[src/bptc_pkg.sv]
package bptc_pkg;

    localparam int RawW   = 24;
    localparam int CoefW  = 16;
    localparam int TempW  = 20;
    localparam int PresW  = 32;
    localparam int IdxW   = 3;

    typedef enum logic [IdxW-1:0] {
        REG_C1 = 3'd0,
        REG_C2 = 3'd1,
        REG_C3 = 3'd2,
        REG_C4 = 3'd3,
        REG_C5 = 3'd4,
        REG_C6 = 3'd5
    } t_reg_idx;

    localparam logic [CoefW-1:0] C1_RESET = 16'd40127;
    localparam logic [CoefW-1:0] C2_RESET = 16'd36924;
    localparam logic [CoefW-1:0] C3_RESET = 16'd23317;
    localparam logic [CoefW-1:0] C4_RESET = 16'd23282;
    localparam logic [CoefW-1:0] C5_RESET = 16'd33464;
    localparam logic [CoefW-1:0] C6_RESET = 16'd28312;

    // temperature offset from 20.00 degC and the -15.00 degC break point
    localparam logic signed [20:0] TEMP_BASE = 21'sd2000;
    localparam logic signed [17:0] A_DEEP    = -18'sd3500;
    localparam logic signed [18:0] B_OFS     = 19'sd3500;

    localparam logic signed [TempW-1:0] TEMP_MIN = -20'sd270000;
    localparam logic signed [TempW-1:0] TEMP_MAX = 20'sd140000;
    localparam logic signed [PresW-1:0] PRES_MAX = 32'sh7fff_ffff;
    localparam logic signed [PresW-1:0] PRES_MIN = 32'sh8000_0000;

    typedef struct packed {
        logic [CoefW-1:0] c1;
        logic [CoefW-1:0] c2;
        logic [CoefW-1:0] c3;
        logic [CoefW-1:0] c4;
        logic [CoefW-1:0] c5;
        logic [CoefW-1:0] c6;
    } t_coeffs;

    typedef struct packed {
        logic [RawW-1:0]    d1;
        logic signed [17:0] a;
        logic [16:0]        t2;
        logic signed [35:0] off;
        logic signed [35:0] sens;
    } t_front;

endpackage

[src/bptc_if.sv]


interface bptc_cfg_if;
    logic                           valid;
    logic                           ready;
    logic [bptc_pkg::IdxW-1:0]      reg_index;
    logic [bptc_pkg::CoefW-1:0]     wr_data;
    modport source (output valid, output reg_index, output wr_data, input ready);
    modport sink (input valid, input reg_index, input wr_data, output ready);
endinterface

[src/bptc_cfg_regs.sv]
module bptc_cfg_regs (
    input  logic              i_clk,
    input  logic              i_rst_n,
    bptc_cfg_if.sink          i_cfg,
    output bptc_pkg::t_coeffs o_coeffs
);

    bptc_pkg::t_coeffs r_coeffs;

    assign i_cfg.ready = 1'b1;
    assign o_coeffs    = r_coeffs;

    always_ff @(posedge i_clk) begin
        if (!i_rst_n) begin
            r_coeffs.c1 <= bptc_pkg::C1_RESET;
            r_coeffs.c2 <= bptc_pkg::C2_RESET;
            r_coeffs.c3 <= bptc_pkg::C3_RESET;
            r_coeffs.c4 <= bptc_pkg::C4_RESET;
            r_coeffs.c5 <= bptc_pkg::C5_RESET;
            r_coeffs.c6 <= bptc_pkg::C6_RESET;
        end else if (i_cfg.valid) begin
            case (bptc_pkg::t_reg_idx'(i_cfg.reg_index))
                bptc_pkg::REG_C1: r_coeffs.c1 <= i_cfg.wr_data;
                bptc_pkg::REG_C2: r_coeffs.c2 <= i_cfg.wr_data;
                bptc_pkg::REG_C3: r_coeffs.c3 <= i_cfg.wr_data;
                bptc_pkg::REG_C4: r_coeffs.c4 <= i_cfg.wr_data;
                bptc_pkg::REG_C5: r_coeffs.c5 <= i_cfg.wr_data;
                bptc_pkg::REG_C6: r_coeffs.c6 <= i_cfg.wr_data;
                default: r_coeffs <= r_coeffs;
            endcase
        end
    end

endmodule

[src/flat_wrapper.sv]
// flat-port wrapper written by rule: the top's interface ports become plain ports
module bptc_cfg_regs_flat 
  (i_clk, i_rst_n, o_coeffs, i_cfg_valid, i_cfg_reg_index, i_cfg_wr_data, i_cfg_ready);
  bptc_cfg_if i_cfg_i ();
  input  logic i_clk;
  input  logic i_rst_n;
  output bptc_pkg::t_coeffs o_coeffs;
  input wire logic [$bits(i_cfg_i.valid)-1:0] i_cfg_valid;
  input wire logic [$bits(i_cfg_i.reg_index)-1:0] i_cfg_reg_index;
  input wire logic [$bits(i_cfg_i.wr_data)-1:0] i_cfg_wr_data;
  output wire logic [$bits(i_cfg_i.ready)-1:0] i_cfg_ready;
  assign i_cfg_i.valid = i_cfg_valid;
  assign i_cfg_i.reg_index = i_cfg_reg_index;
  assign i_cfg_i.wr_data = i_cfg_wr_data;
  assign i_cfg_ready = i_cfg_i.ready;
  bptc_cfg_regs u_core (.i_clk(i_clk), .i_rst_n(i_rst_n), .i_cfg(i_cfg_i), .o_coeffs(o_coeffs));
endmodule
[config.mk]
export PLATFORM = sky130hd
export DESIGN_NAME = bptc_cfg_regs_flat
export DESIGN_NICKNAME = d
export VERILOG_FILES = /design/src/bptc_pkg.sv /design/src/bptc_if.sv /design/src/bptc_cfg_regs.sv /design/src/flat_wrapper.sv
export SDC_FILE = /design/constraint.sdc
export NUM_CORES = 1
export LEC_CHECK = 0
export BUFFER_PORTS_ARGS = -buffer_cell sky130_fd_sc_hd__buf_2
export CAP_MARGIN = 20
export CORE_MARGIN = 8
export CORE_UTILIZATION = 45
export CTS_CLUSTER_SIZE = 16
export DETAILED_ROUTE_END_ITERATION = 6
export PLACE_DENSITY = 0.69
export SLEW_MARGIN = 0
export SYNTH_ARGS = -nofsm -noshare
export SYNTH_HDL_FRONTEND = slang
export SYNTH_SLANG_ARGS = --single-unit
[constraint.sdc]
create_clock -name i_clk -period 2 [get_ports i_clk]
set_input_delay 0.2 -clock i_clk [delete_from_list [all_inputs] [get_ports i_clk]]
set_output_delay 0.2 -clock i_clk [all_outputs]
set_load 0.03 [all_outputs]
# Word-level counts from Yosys, hierarchy flattened
# Cells that the tools add are included.
# totals
register_bits	96
inputBits	22
out_inout_bits	97
# classes
eq_ne	5
reduce_logical	7
# op_table
op	count
AND reduction 2 bit	6
equality test 3 x 2 -> 1 bit (second input constant)	2
equality test 3 bit (second input constant)	2
equality test 3 x 1 -> 1 bit (second input constant)	1
zero test 3 bit	1

# Longest topological paths before layout
# depth
word_depth	2
depth_mapped	5
mapped_depth_nobuf	2

# Worst setup path after synthesis
# No wires, ideal clock.
# synth_path
path_kind	in2reg
from	input port i_cfg_reg_index[1]
to	register u_core.r_coeffs (netlist bit u_core.o_coeffs[87])
setup_ns	0.127
arrival_time_ns	1.190
required_time_ns	1.873
path_slack_ns	0.684
stages	5
path_buffers	3
path_cell_list	buf_6 -> or4b_1 -> buf_2 -> buf_6 -> mux2i_1
# synth_between
elab_chain_cells	2
# synth_rtl
element	line_no	rtl
start, declared	flat_wrapper.sv:9	input wire logic [$bits(i_cfg_i.reg_index)-1:0] i_cfg_reg_index;
zero test 3 bit	bptc_cfg_regs.sv:22	case (bptc_pkg::t_reg_idx'(i_cfg.reg_index))
AND reduction 2 bit (no source line)	n/a	
end signal, assigned	bptc_cfg_regs.sv:29	default: r_coeffs <= r_coeffs;
end, declared	bptc_cfg_regs.sv:8	bptc_pkg::t_coeffs r_coeffs;
# Every way passes these cells.
# A chain may end at the register's enable or synchronous reset.

# Worst setup path in the final report
# layout_path
from	input port i_cfg_reg_index[2]
to	register u_core.r_coeffs (netlist bit u_core.o_coeffs[86])
# The elaborated chain is that of the path after synthesis.

==> results.cfg <==
[outcome]
status = completed

[drt]
totalWireLength_um = 9600
viasPerCell = 4.82
drc = 0
wire_per_inst_um = 16.6
vias = 2788
drt_iter0_drc = 67
drt-pass1-iter-count = 4
antenna_left = 0

[die]
die_h_um = 107
io_pins = 119
rows = 33
die_w_um = 107
die_area_mm2 = 0.0116
start_util = 0.461
core_region_area_mm2 = 0.00818

[final_layout]
drive_above_1_share = 0.304
multi_input_area_mm2 = 0.00170
seq_area_mm2 = 0.00192
fillers = 771
area_delta_synth_final_pct = 22.6
layout.nets = 491
largest_register_ffs = 96
design_area_mm2 = 0.00462
antenna_cells = 0

[logic_synthesis]
ys_warn_count = 0
ys_seq_elements = 96
avgSynthCellArea_um2 = 10.5
yosys-top-cells-area = dfxtp_1, mux2i_1, nor2b_1
synthCells = 358
yosysSeqAreaShare = 0.510
syn_area_mm2 = 0.00377
yosys.area.top_type = dfxtp_1
synth_cell_types = 15
syn-num-nets = 380
synth_top_area_share = 0.510

[clock_tree]
clockBufferDepth = 2
path_clk_slew_ns = 0.09
post_cts_buffers = 0
cts_max_level = 3
cts_resized = 0
root_buffer = clkbuf_8
cts_hold_buf = 0
numCtsBuffers = 9
cts.sinks = 96
cts_tree = built
clk_latency_ns = 0.35

[critical_path]
crit_path_max_fanout = 12
path_class = input pin to flop
cp-start-kind = input pin
r2r_setup_slack_ns = 1.34
critPathCaptureType = flop
cp_data_arrival_time_ns = 1.45
worstPathRequired_ns = 2.21

[pwr]
power.density_mw_per_mm2 = 772
combPwrFrac = 0.100
leakage_nw = 2.29
seqPwrFrac = 0.554
p_clk_frac = 0.346
switching_share = 0.257
power.internal_mw = 2.65
vdd_ir_drop_max_mv = 0.435
netSwitchingPower_mw = 0.915

[sta]
worstMarginPinSlew_ns = 0.704
period_share = 0.618
setup_violations = 0
max_slew_margin = 0.531
period_needed_ns = 1.24
clock_skew_ns = 0
tns_ns = 0
fmax_mhz = 808
report.final.slew_viol_count = 0
rsz0062_at_grt = no
timing_hold_violations_final = 0

[job]
cap_viol_max_count = 0

[placement]
hpwlAfterDp_um = 7160
portBuffers = 117
gp_congestion = 0.775
placed_area_mm2 = 0.00443

[global_route]
gr-total-overflow = 0
grtUsageTotal = 0.168
antenna_found_initial = 0
grt_pass1_wl_um = 15300
grt_pass1_vias = 2943
grt_max_degree = 45

[hold_path]
hold_path_class = input pin to flop
## power by group through the flow
stage | clock network, mW | registers [mW] | logic, mW
global placement | 0 | 2.02 | 0.354
finish | 1.23 | 1.98 | 0.356
floorplan | 0 | 2.10 | 0.161
detailed placement | 0 | 2.02 | 0.359
global route | 1.35 | 1.98 | 0.384
CTS | 1.25 | 1.98 | 0.361
## per-layer routing
layer | global-route usage | share of wire
met3 | 0.0659 | 0.075
met1 | 0.209 | 0.45
met4 | 0.0496 | 0.012
met2 | 0.264 | 0.47
met5 | 0 | 0
## cells in the mapped netlist
library cell  number
conb_1             1
buf_6              2
nor2b_1           64
nand4b_1           1
and4b_1            2
or4b_1             1
nand2_1           63
dfxtp_1           96
clkbuf_1          14
nand4bb_1          3
mux2i_1           96
nor4bb_1           1
buf_4              2
nor4b_2            1
buf_2             11
## worst max-delay path, stage by stage
cell and delay (ns):
buf_2 0.14, or4b_1 0.88, mux2i_1 0.22
## cell type report
class,count,share of cell area
clock buffers,10,0.0276
clock inverters,5,0.0127
multi-input cells,233,0.368
flip-flops and latches,96,0.416
well taps,105,0.0285
repair buffers,129,0.147
## worst paths after layout
path                                                  startpoint                               end  cells after the start
worst min-delay path                           i_cfg_wr_data[13]  u_core.o_coeffs[13]$_SDFFE_PN1P_                      3
worst min register to register  u_core.o_coeffs[12]$_SDFFE_PN0P_  u_core.o_coeffs[12]$_SDFFE_PN0P_                      2
worst max register to register  u_core.o_coeffs[21]$_SDFFE_PN1P_  u_core.o_coeffs[21]$_SDFFE_PN1P_                      2
worst max-delay path                          i_cfg_reg_index[2]  u_core.o_coeffs[86]$_SDFFE_PN0P_                      3
## stage by stage
step / setup WS [ns] / cells / utilization / power (mW) / hold slack, ns
2_1_floorplan: 0.684 / 358 / - / 2.26 / 0.361
3_3_place_gp: 0.427 / 563 / 0.542 / 2.37 / 0.442
3_5_place_dp: 0.382 / 563 / 0.542 / 2.38 / 0.446
4_1_cts: 0.753 / 578 / 0.565 / 3.59 / 0.112
5_1_grt: 0.721 / 578 / 0.565 / 3.71 / 0.119
6_report: 0.763 / 578 / 0.565 / 3.56 / 0.117
## cell families after synthesis
logic type             Yosys count  synth area share
muxes                           96             0.255
DFF                             96             0.510
other                            1          0.000996
and+or+nand+nor                136             0.195
buffers and inverters           29            0.0385
## cell usage in the layout (no fill, tap or decap), drive strengths merged
| master | n |
|---|---|
| and4b | 2 |
| buf | 129 |
| bufinv | 1 |
| clkbuf | 10 |
| clkinv | 2 |
| clkinvlp | 2 |
| conb | 1 |
| dfxtp | 96 |
| mux2i | 96 |
| nand2 | 63 |
| nand4b | 1 |
| nand4bb | 3 |
| nor2b | 64 |
| nor4b | 1 |
| nor4bb | 1 |
| or4b | 1 |
No activity file was read; power rests on OpenSTA's default activity.
