===== config.mk =====
export PLATFORM = sky130hd
export DESIGN_NAME = bptc_front
export DESIGN_NICKNAME = d
export VERILOG_FILES = /design/src/bptc_pkg.sv /design/src/bptc_front.sv
export SDC_FILE = /design/constraint.sdc
export NUM_CORES = 2
export LEC_CHECK = 0
export BUFFER_PORTS_ARGS = -buffer_cell sky130_fd_sc_hd__buf_2
export CAP_MARGIN = 20
export CORE_UTILIZATION = 40
export DETAILED_ROUTE_END_ITERATION = 6
export GPL_TIMING_DRIVEN = 0
export PLACE_DENSITY = 0.57
export SLEW_MARGIN = 20
export SYNTH_ARGS = -nofsm -noshare
export SYNTH_HDL_FRONTEND = slang
export SYNTH_SLANG_ARGS = --single-unit

===== constraint.sdc =====
create_clock -name i_clk -period 10.5 [get_ports i_clk]
set_clock_uncertainty 0.1 [all_clocks]
set_input_delay 1.575 -clock i_clk [delete_from_list [all_inputs] [get_ports i_clk]]
set_output_delay 1.575 -clock i_clk [all_outputs]
set_load 0.02 [all_outputs]

===== src/bptc_pkg.sv =====
package bptc_pkg;

    localparam int RawW   = 24;
    localparam int CoefW  = 16;
    localparam int TempW  = 20;
    localparam int PresW  = 32;
    localparam int IdxW   = 3;

    typedef enum logic [IdxW-1:0] {
        REG_C1 = 3'd0,
        REG_C2 = 3'd1,
        REG_C3 = 3'd2,
        REG_C4 = 3'd3,
        REG_C5 = 3'd4,
        REG_C6 = 3'd5
    } t_reg_idx;

    localparam logic [CoefW-1:0] C1_RESET = 16'd40127;
    localparam logic [CoefW-1:0] C2_RESET = 16'd36924;
    localparam logic [CoefW-1:0] C3_RESET = 16'd23317;
    localparam logic [CoefW-1:0] C4_RESET = 16'd23282;
    localparam logic [CoefW-1:0] C5_RESET = 16'd33464;
    localparam logic [CoefW-1:0] C6_RESET = 16'd28312;

    // temperature offset from 20.00 degC and the -15.00 degC break point
    localparam logic signed [20:0] TEMP_BASE = 21'sd2000;
    localparam logic signed [17:0] A_DEEP    = -18'sd3500;
    localparam logic signed [18:0] B_OFS     = 19'sd3500;

    localparam logic signed [TempW-1:0] TEMP_MIN = -20'sd270000;
    localparam logic signed [TempW-1:0] TEMP_MAX = 20'sd140000;
    localparam logic signed [PresW-1:0] PRES_MAX = 32'sh7fff_ffff;
    localparam logic signed [PresW-1:0] PRES_MIN = 32'sh8000_0000;

    typedef struct packed {
        logic [CoefW-1:0] c1;
        logic [CoefW-1:0] c2;
        logic [CoefW-1:0] c3;
        logic [CoefW-1:0] c4;
        logic [CoefW-1:0] c5;
        logic [CoefW-1:0] c6;
    } t_coeffs;

    typedef struct packed {
        logic [RawW-1:0]    d1;
        logic signed [17:0] a;
        logic [16:0]        t2;
        logic signed [35:0] off;
        logic signed [35:0] sens;
    } t_front;

endpackage


===== src/bptc_front.sv =====
module bptc_front (
    input  logic                          i_clk,
    input  logic                          i_rst_n,
    input  bptc_pkg::t_coeffs             i_coeffs,
    input  logic                          i_valid,
    output logic                          o_ready,
    input  logic [bptc_pkg::RawW-1:0]     i_d1,
    input  logic [bptc_pkg::RawW-1:0]     i_d2,
    output logic                          o_valid,
    input  logic                          i_ready,
    output bptc_pkg::t_front              o_front
);

    logic [2:0] r_vld;
    logic [2:0] w_en;

    // stage 1: dT
    logic signed [24:0]          r_dt1;
    logic [bptc_pkg::RawW-1:0]   r_d1_1;
    logic signed [24:0]          n_dt1;

    // stage 2: products with dT
    logic signed [40:0]          r_p6_2;
    logic signed [40:0]          r_p4_2;
    logic signed [40:0]          r_p3_2;
    logic signed [48:0]          r_pdd2;
    logic [bptc_pkg::RawW-1:0]   r_d1_2;
    logic signed [40:0]          n_p6_2;
    logic signed [40:0]          n_p4_2;
    logic signed [40:0]          n_p3_2;
    logic signed [48:0]          n_pdd2;

    // stage 3: first order terms
    logic signed [17:0]          r_a3;
    logic [16:0]                 r_t2_3;
    logic signed [35:0]          r_off3;
    logic signed [35:0]          r_sens3;
    logic [bptc_pkg::RawW-1:0]   r_d1_3;
    logic signed [35:0]          n_off3;
    logic signed [35:0]          n_sens3;

    always_comb begin
        w_en[2] = !r_vld[2] || i_ready;
        w_en[1] = !r_vld[1] || w_en[2];
        w_en[0] = !r_vld[0] || w_en[1];
    end

    assign o_ready = w_en[0];
    assign o_valid = r_vld[2];

    always_ff @(posedge i_clk) begin
        if (!i_rst_n) begin
            r_vld <= '0;
        end else begin
            if (w_en[0]) begin
                r_vld[0] <= i_valid;
            end
            if (w_en[1]) begin
                r_vld[1] <= r_vld[0];
            end
            if (w_en[2]) begin
                r_vld[2] <= r_vld[1];
            end
        end
    end

    always_comb begin
        n_dt1   = $signed({1'b0, i_d2}) - $signed({1'b0, i_coeffs.c5, 8'b0});
        n_p6_2  = 41'(r_dt1) * 41'($signed({1'b0, i_coeffs.c6}));
        n_p4_2  = 41'(r_dt1) * 41'($signed({1'b0, i_coeffs.c4}));
        n_p3_2  = 41'(r_dt1) * 41'($signed({1'b0, i_coeffs.c3}));
        n_pdd2  = 49'(r_dt1) * 49'(r_dt1);
        n_off3  = 36'($signed({2'b0, i_coeffs.c2, 16'b0})) + 36'($signed(r_p4_2[40:7]));
        n_sens3 = 36'($signed({2'b0, i_coeffs.c1, 15'b0})) + 36'($signed(r_p3_2[40:8]));
    end

    always_ff @(posedge i_clk) begin
        if (w_en[0]) begin
            r_dt1  <= n_dt1;
            r_d1_1 <= i_d1;
        end
        if (w_en[1]) begin
            r_p6_2 <= n_p6_2;
            r_p4_2 <= n_p4_2;
            r_p3_2 <= n_p3_2;
            r_pdd2 <= n_pdd2;
            r_d1_2 <= r_d1_1;
        end
        if (w_en[2]) begin
            r_a3    <= $signed(r_p6_2[40:23]);
            r_t2_3  <= r_pdd2[47:31];
            r_off3  <= n_off3;
            r_sens3 <= n_sens3;
            r_d1_3  <= r_d1_2;
        end
    end

    always_comb begin
        o_front.d1   = r_d1_3;
        o_front.a    = r_a3;
        o_front.t2   = r_t2_3;
        o_front.off  = r_off3;
        o_front.sens = r_sens3;
    end

endmodule


# After elaboration in Yosys (flattened, before gate mapping)
# Cells that the tools add are included.
# classes
addsub	3
multipliers	4
n_reduce_logical	6
# op_table
cell	count
$mul 25x17->41	3
$mul 25x25->48	1
$add 33x34->35	1
$add 32x33->34	1
$sub 24x24->25	1
$logic_not 1->1	3
$logic_or 1x1->1	3
# totals
register_bits	378
input_bits	148
out_inout_bits	133
wordCells	28

# Longest topological paths before layout
# depth
word_depth	4
ltp_mapped	28
mapped_depth_nobuf	26

# Worst setup path before layout
# Ideal clock, no wire load.
# synth_path
path_kind	input-to-reg
startpoint	input i_coeffs[34] (netlist name)
endpoint	register r_p4_2[34] (data pin)
setup_time_ns	0.266
arrival_ns	7.154
t_required_ns	10.134
path_slack_ns	2.980
path_stages	23
path_buffers	1
path_cell_list	clkbuf_1 nand2_1 fa_1 inv_1 fa_1 inv_1 fa_1 inv_1 fa_1 inv_1 fa_1 inv_1 fa_1 ha_1 a21oi_1 o21bai_1 a21o_1 a221o_1 a211o_1 a31oi_4 o21ba_2 o221ai_1 xor2_1
# synth_via
elab_chain_cells	1
# synth_rtl
element	line	text
start: declaration	bptc_front.sv:4	input bptc_pkg::t_coeffs i_coeffs,
$mul 25x17->41	bptc_front.sv:70	n_p4_2 = 41'(r_dt1) * 41'($signed({1'b0, i_coeffs.c4}));
named net n_p4_2[34]	bptc_front.sv:29	logic signed [40:0] n_p4_2;
end signal: assignment	bptc_front.sv:84	r_p4_2 <= n_p4_2;
end: declaration	bptc_front.sv:24	logic signed [40:0] r_p4_2;
# The timed path passes the listed nets, and every way through them passes these cells.
# A chain may end at the register's enable or synchronous reset.

# Worst setup path after layout
# layout_path
startpoint	register r_dt1[24]
endpoint	register r_pdd2[38] (data pin)
# layout_via
elab_chain_cells	1
# layout_rtl
element	line	text
start: declaration	bptc_front.sv:18	logic signed [24:0] r_dt1;
start signal: assignment	bptc_front.sv:79	r_dt1 <= n_dt1;
$mul 25x25->48	bptc_front.sv:72	n_pdd2 = 49'(r_dt1) * 49'(r_dt1);
named net n_pdd2[38]	bptc_front.sv:31	logic signed [48:0] n_pdd2;
end signal: assignment	bptc_front.sv:86	r_pdd2 <= n_pdd2;
end: declaration	bptc_front.sv:26	logic signed [48:0] r_pdd2;
# The timed path passes the listed nets, and every way through them passes these cells.

==> qor.yml <==
clock_tree:
  clk_latency_ps: 650
  cts_buffers: 38
  cts_tree: "done"
  cts_root_buf: "clkbuf_16"
  clk_pin_slew_ps: 60
  cts.sinks: 306
  ctsHtreeMaxLevel: 2
  clockBufferDepth: 3
synthesis:
  synthMuxAreaShare_pct: 0.05590
  ys_seq_area_share_pct: 12.79
  synth.distinct_cells: 72
  synth-edff-count: 303
  ys_seq_elements: 306
  ys_warn_count: 0
  async_flop_share_pct: 0
  postSynthCellCount: 7199
  synth_compound_area_share_pct: 3.289
  syn_avg_cell_area_um2: 9.950
  synthAdderAreaFrac_pct: 57.31
  synth_top_family_by_area: "adder cells"
  synth_xor_xnor_area_share_pct: 2.122
  yosys.area_share.simple_pct: 12.46
  syn-cell-area_um2: 71630
  synth_nets: 9581
  synth_top_flop_cell: "edfxtp_1"
cells_and_area:
  drive_gt1_share_pct: 5.508
  layout_common_cells: "inv_1 (1977), fa_1 (1745), nand2_1 (911), and2_1 (618), ha_1 (489)"
  postLayoutCoreUtil_pct: 43.79
  synthToLayoutAreaGrowth_pct: 8.260
  finalNonFillerCells: 9909
  final_area_um2: 77550
  final_common_cell: "inv_1"
  fin_nets: 9905
detailed_routing:
  drt_iter0_markers: 3387
  wire_per_inst_um: 23.22
  vias_per_cell: 5.010
  drt.antenna.violating_nets: 0
  drt-total-wl_um: 230100
  num_vias: 49650
  first_pass_iters: 5
  drcViolationCount: 0
sta:
  fin_crit_sh_pct: 98.35
  worstMarginPinSlew_ps: 1323
  period_needed_ps: 10330
  max_freq_mhz: 96.84
  relSlewSlack_pct: 11.82
  report.final.setup_viol: 0
  timing.final.hold_violations: 0
  final_max_slew_viol_count: 0
  rsz0062_at_grt: "no"
die:
  dieWidth_um: 425.2
  rows: 154
  die_area_um2: 180800
  die_y_um: 425.2
  core_um2: 177100
  ios: 281
  start_util_pct: 40.45
hold_path:
  min_from: "r_pdd2[35]"
  hp-class: "register to register"
  hold_depth: 0
setup_path:
  path_class: "register to register"
  r2r-start: "r_dt1[24]"
  rr_worst_depth: 24
  r2r_setup_slack_ps: 170
  required_ps: 10730
  timing.rr.end: "r_pdd2[38]"
  cp-startpoint: "r_dt1[24]"
  start_kind: "register"
  critPathCapture: "r_pdd2[38]"
  path_max_fanout: 10
  cp-end-kind: "register"
  arrival_ps: 10560
global_route:
  antenna_found_initial: 38
  grt_pass1_wl_um: 346600
  overflow: 0
  grt_pass1_vias: 54420
  grt_max_degree: 71
  track_usage_pct: 26.36
placed_design:
  io_buffers: 274
  post_dp_cell_area_um2: 76190
  hpwl_um: 193000
  dp_cells: 9822
  gp_congestion: 1.005
run_status:
  run_status: "finished, final reports clean"
job:
  drv_cap: 0
[through the flow]
step                hold WS [ps]  setup TNS, ps  setup WS [ps]
global route               313.9              0          7.394
global placement           300.5          -1966         -443.1
finish                     301.8              0          173.6
CTS                        296.1              0          75.42
floorplan                  300.3              0           2980
detailed placement         304.5              0          133.9
[cells in the mapped netlist (15+ instances only)]
master	n	area [um^2]
nand3_1	35	175.2
nor2_1	134	503.0
a21oi_1	100	500.5
nand2_1	912	3423
xnor2_1	134	1174
o211ai_1	15	112.6
ha_1	489	6118
nor2b_1	39	244.0
a31oi_1	18	112.6
clkbuf_1	298	1119
and2_1	618	3866
o21ai_0	45	225.2
and3_1	20	125.1
inv_1	1978	7425
nor3_1	44	220.2
xor2_1	37	324.1
fa_1	1745	34930
a21o_1	35	262.8
o21a_1	26	195.2
edfxtp_1	303	9099
[how the worst min path moves through the flow]
stage / endpoint / slack (ps)
2_1_floorplan: r_a3[0] / 300
3_3_place_gp: r_d1_2[3] / 300
3_5_place_dp: r_d1_2[19] / 300
4_1_cts: r_t2_3[4] / 300
5_1_grt: r_sens3[4] / 310
6_report: r_t2_3[4] / 300
[kinds of logic (layout without fill, tap and decap cells)]
family                     Yosys count  count (layout)
AOI/OAI and AO/OA                  345             345
xor gates and xnor gates           172             172
adders and majority gates         2234            2234
buffers and inverters             2282            2636
DFF                                306             306
muxes                                4               4
other                                0              16
and+or+nand+nor                   1856            1856
[state kept, by name, indices dropped and copies added, names as in the netlist]
signal,cells
r_a3,18
r_t2_3,17
r_sens3,34
r_d1_2,24
r_p4_2,34
r_pdd2,17
r_d1_3,24
r_vld,3
r_p6_2,18
r_dt1,25
r_p3_2,33
r_off3,35
r_d1_1,24
[critical path: stages, from the launching register on]
cell and delay (ps):
edfxtp_1 880, clkbuf_1 710, buf_2 660, nand2_1 190, inv_1 190, fa_1 570
fa_1 510, fa_1 990, inv_1 600, fa_1 680, inv_1 60, fa_1 520
inv_1 60, fa_1 590, inv_1 80, ha_1 330, nand4_1 80, nor2_1 190
nor2_1 70, o32a_1 370, a31oi_1 660, o21a_1 230, o21ai_0 120, a211o_1 320
o311ai_1 200
[per-layer routing]
layer / global-route usage (%) / wire [um] / vias up
li1: - / - / 21580
met1: 33.65 / 91380 / 25780
met2: 43.06 / 108400 / 1799
met3: 5.266 / 17190 / 474
met4: 12.23 / 12970 / 14
met5: 0 / 111 / -
[cell type report]
cell class,instances,area [um^2]
inverters,1978,7432
plain buffers,304,1209
repair buffers,284,1565
diodes,16,40.04
clock buffers,44,973.4
clock inverters,26,322.8
fillers,17250,99530
flip-flops and latches,306,9159
multi-input cells,4611,53920
well taps,2340,2928
[repair_timing]
action | CTS | global route
hold buffers | 0 | 0
resized for setup | 0 | 2
endpoints found under the hold margin | 0 | 0
setup buffers | 0 | 0
endpoints found under the setup margin | 0 | 2
Power is not shown: default switching activity piles up to over one toggle a cycle in this logic, so the estimate is an artifact.
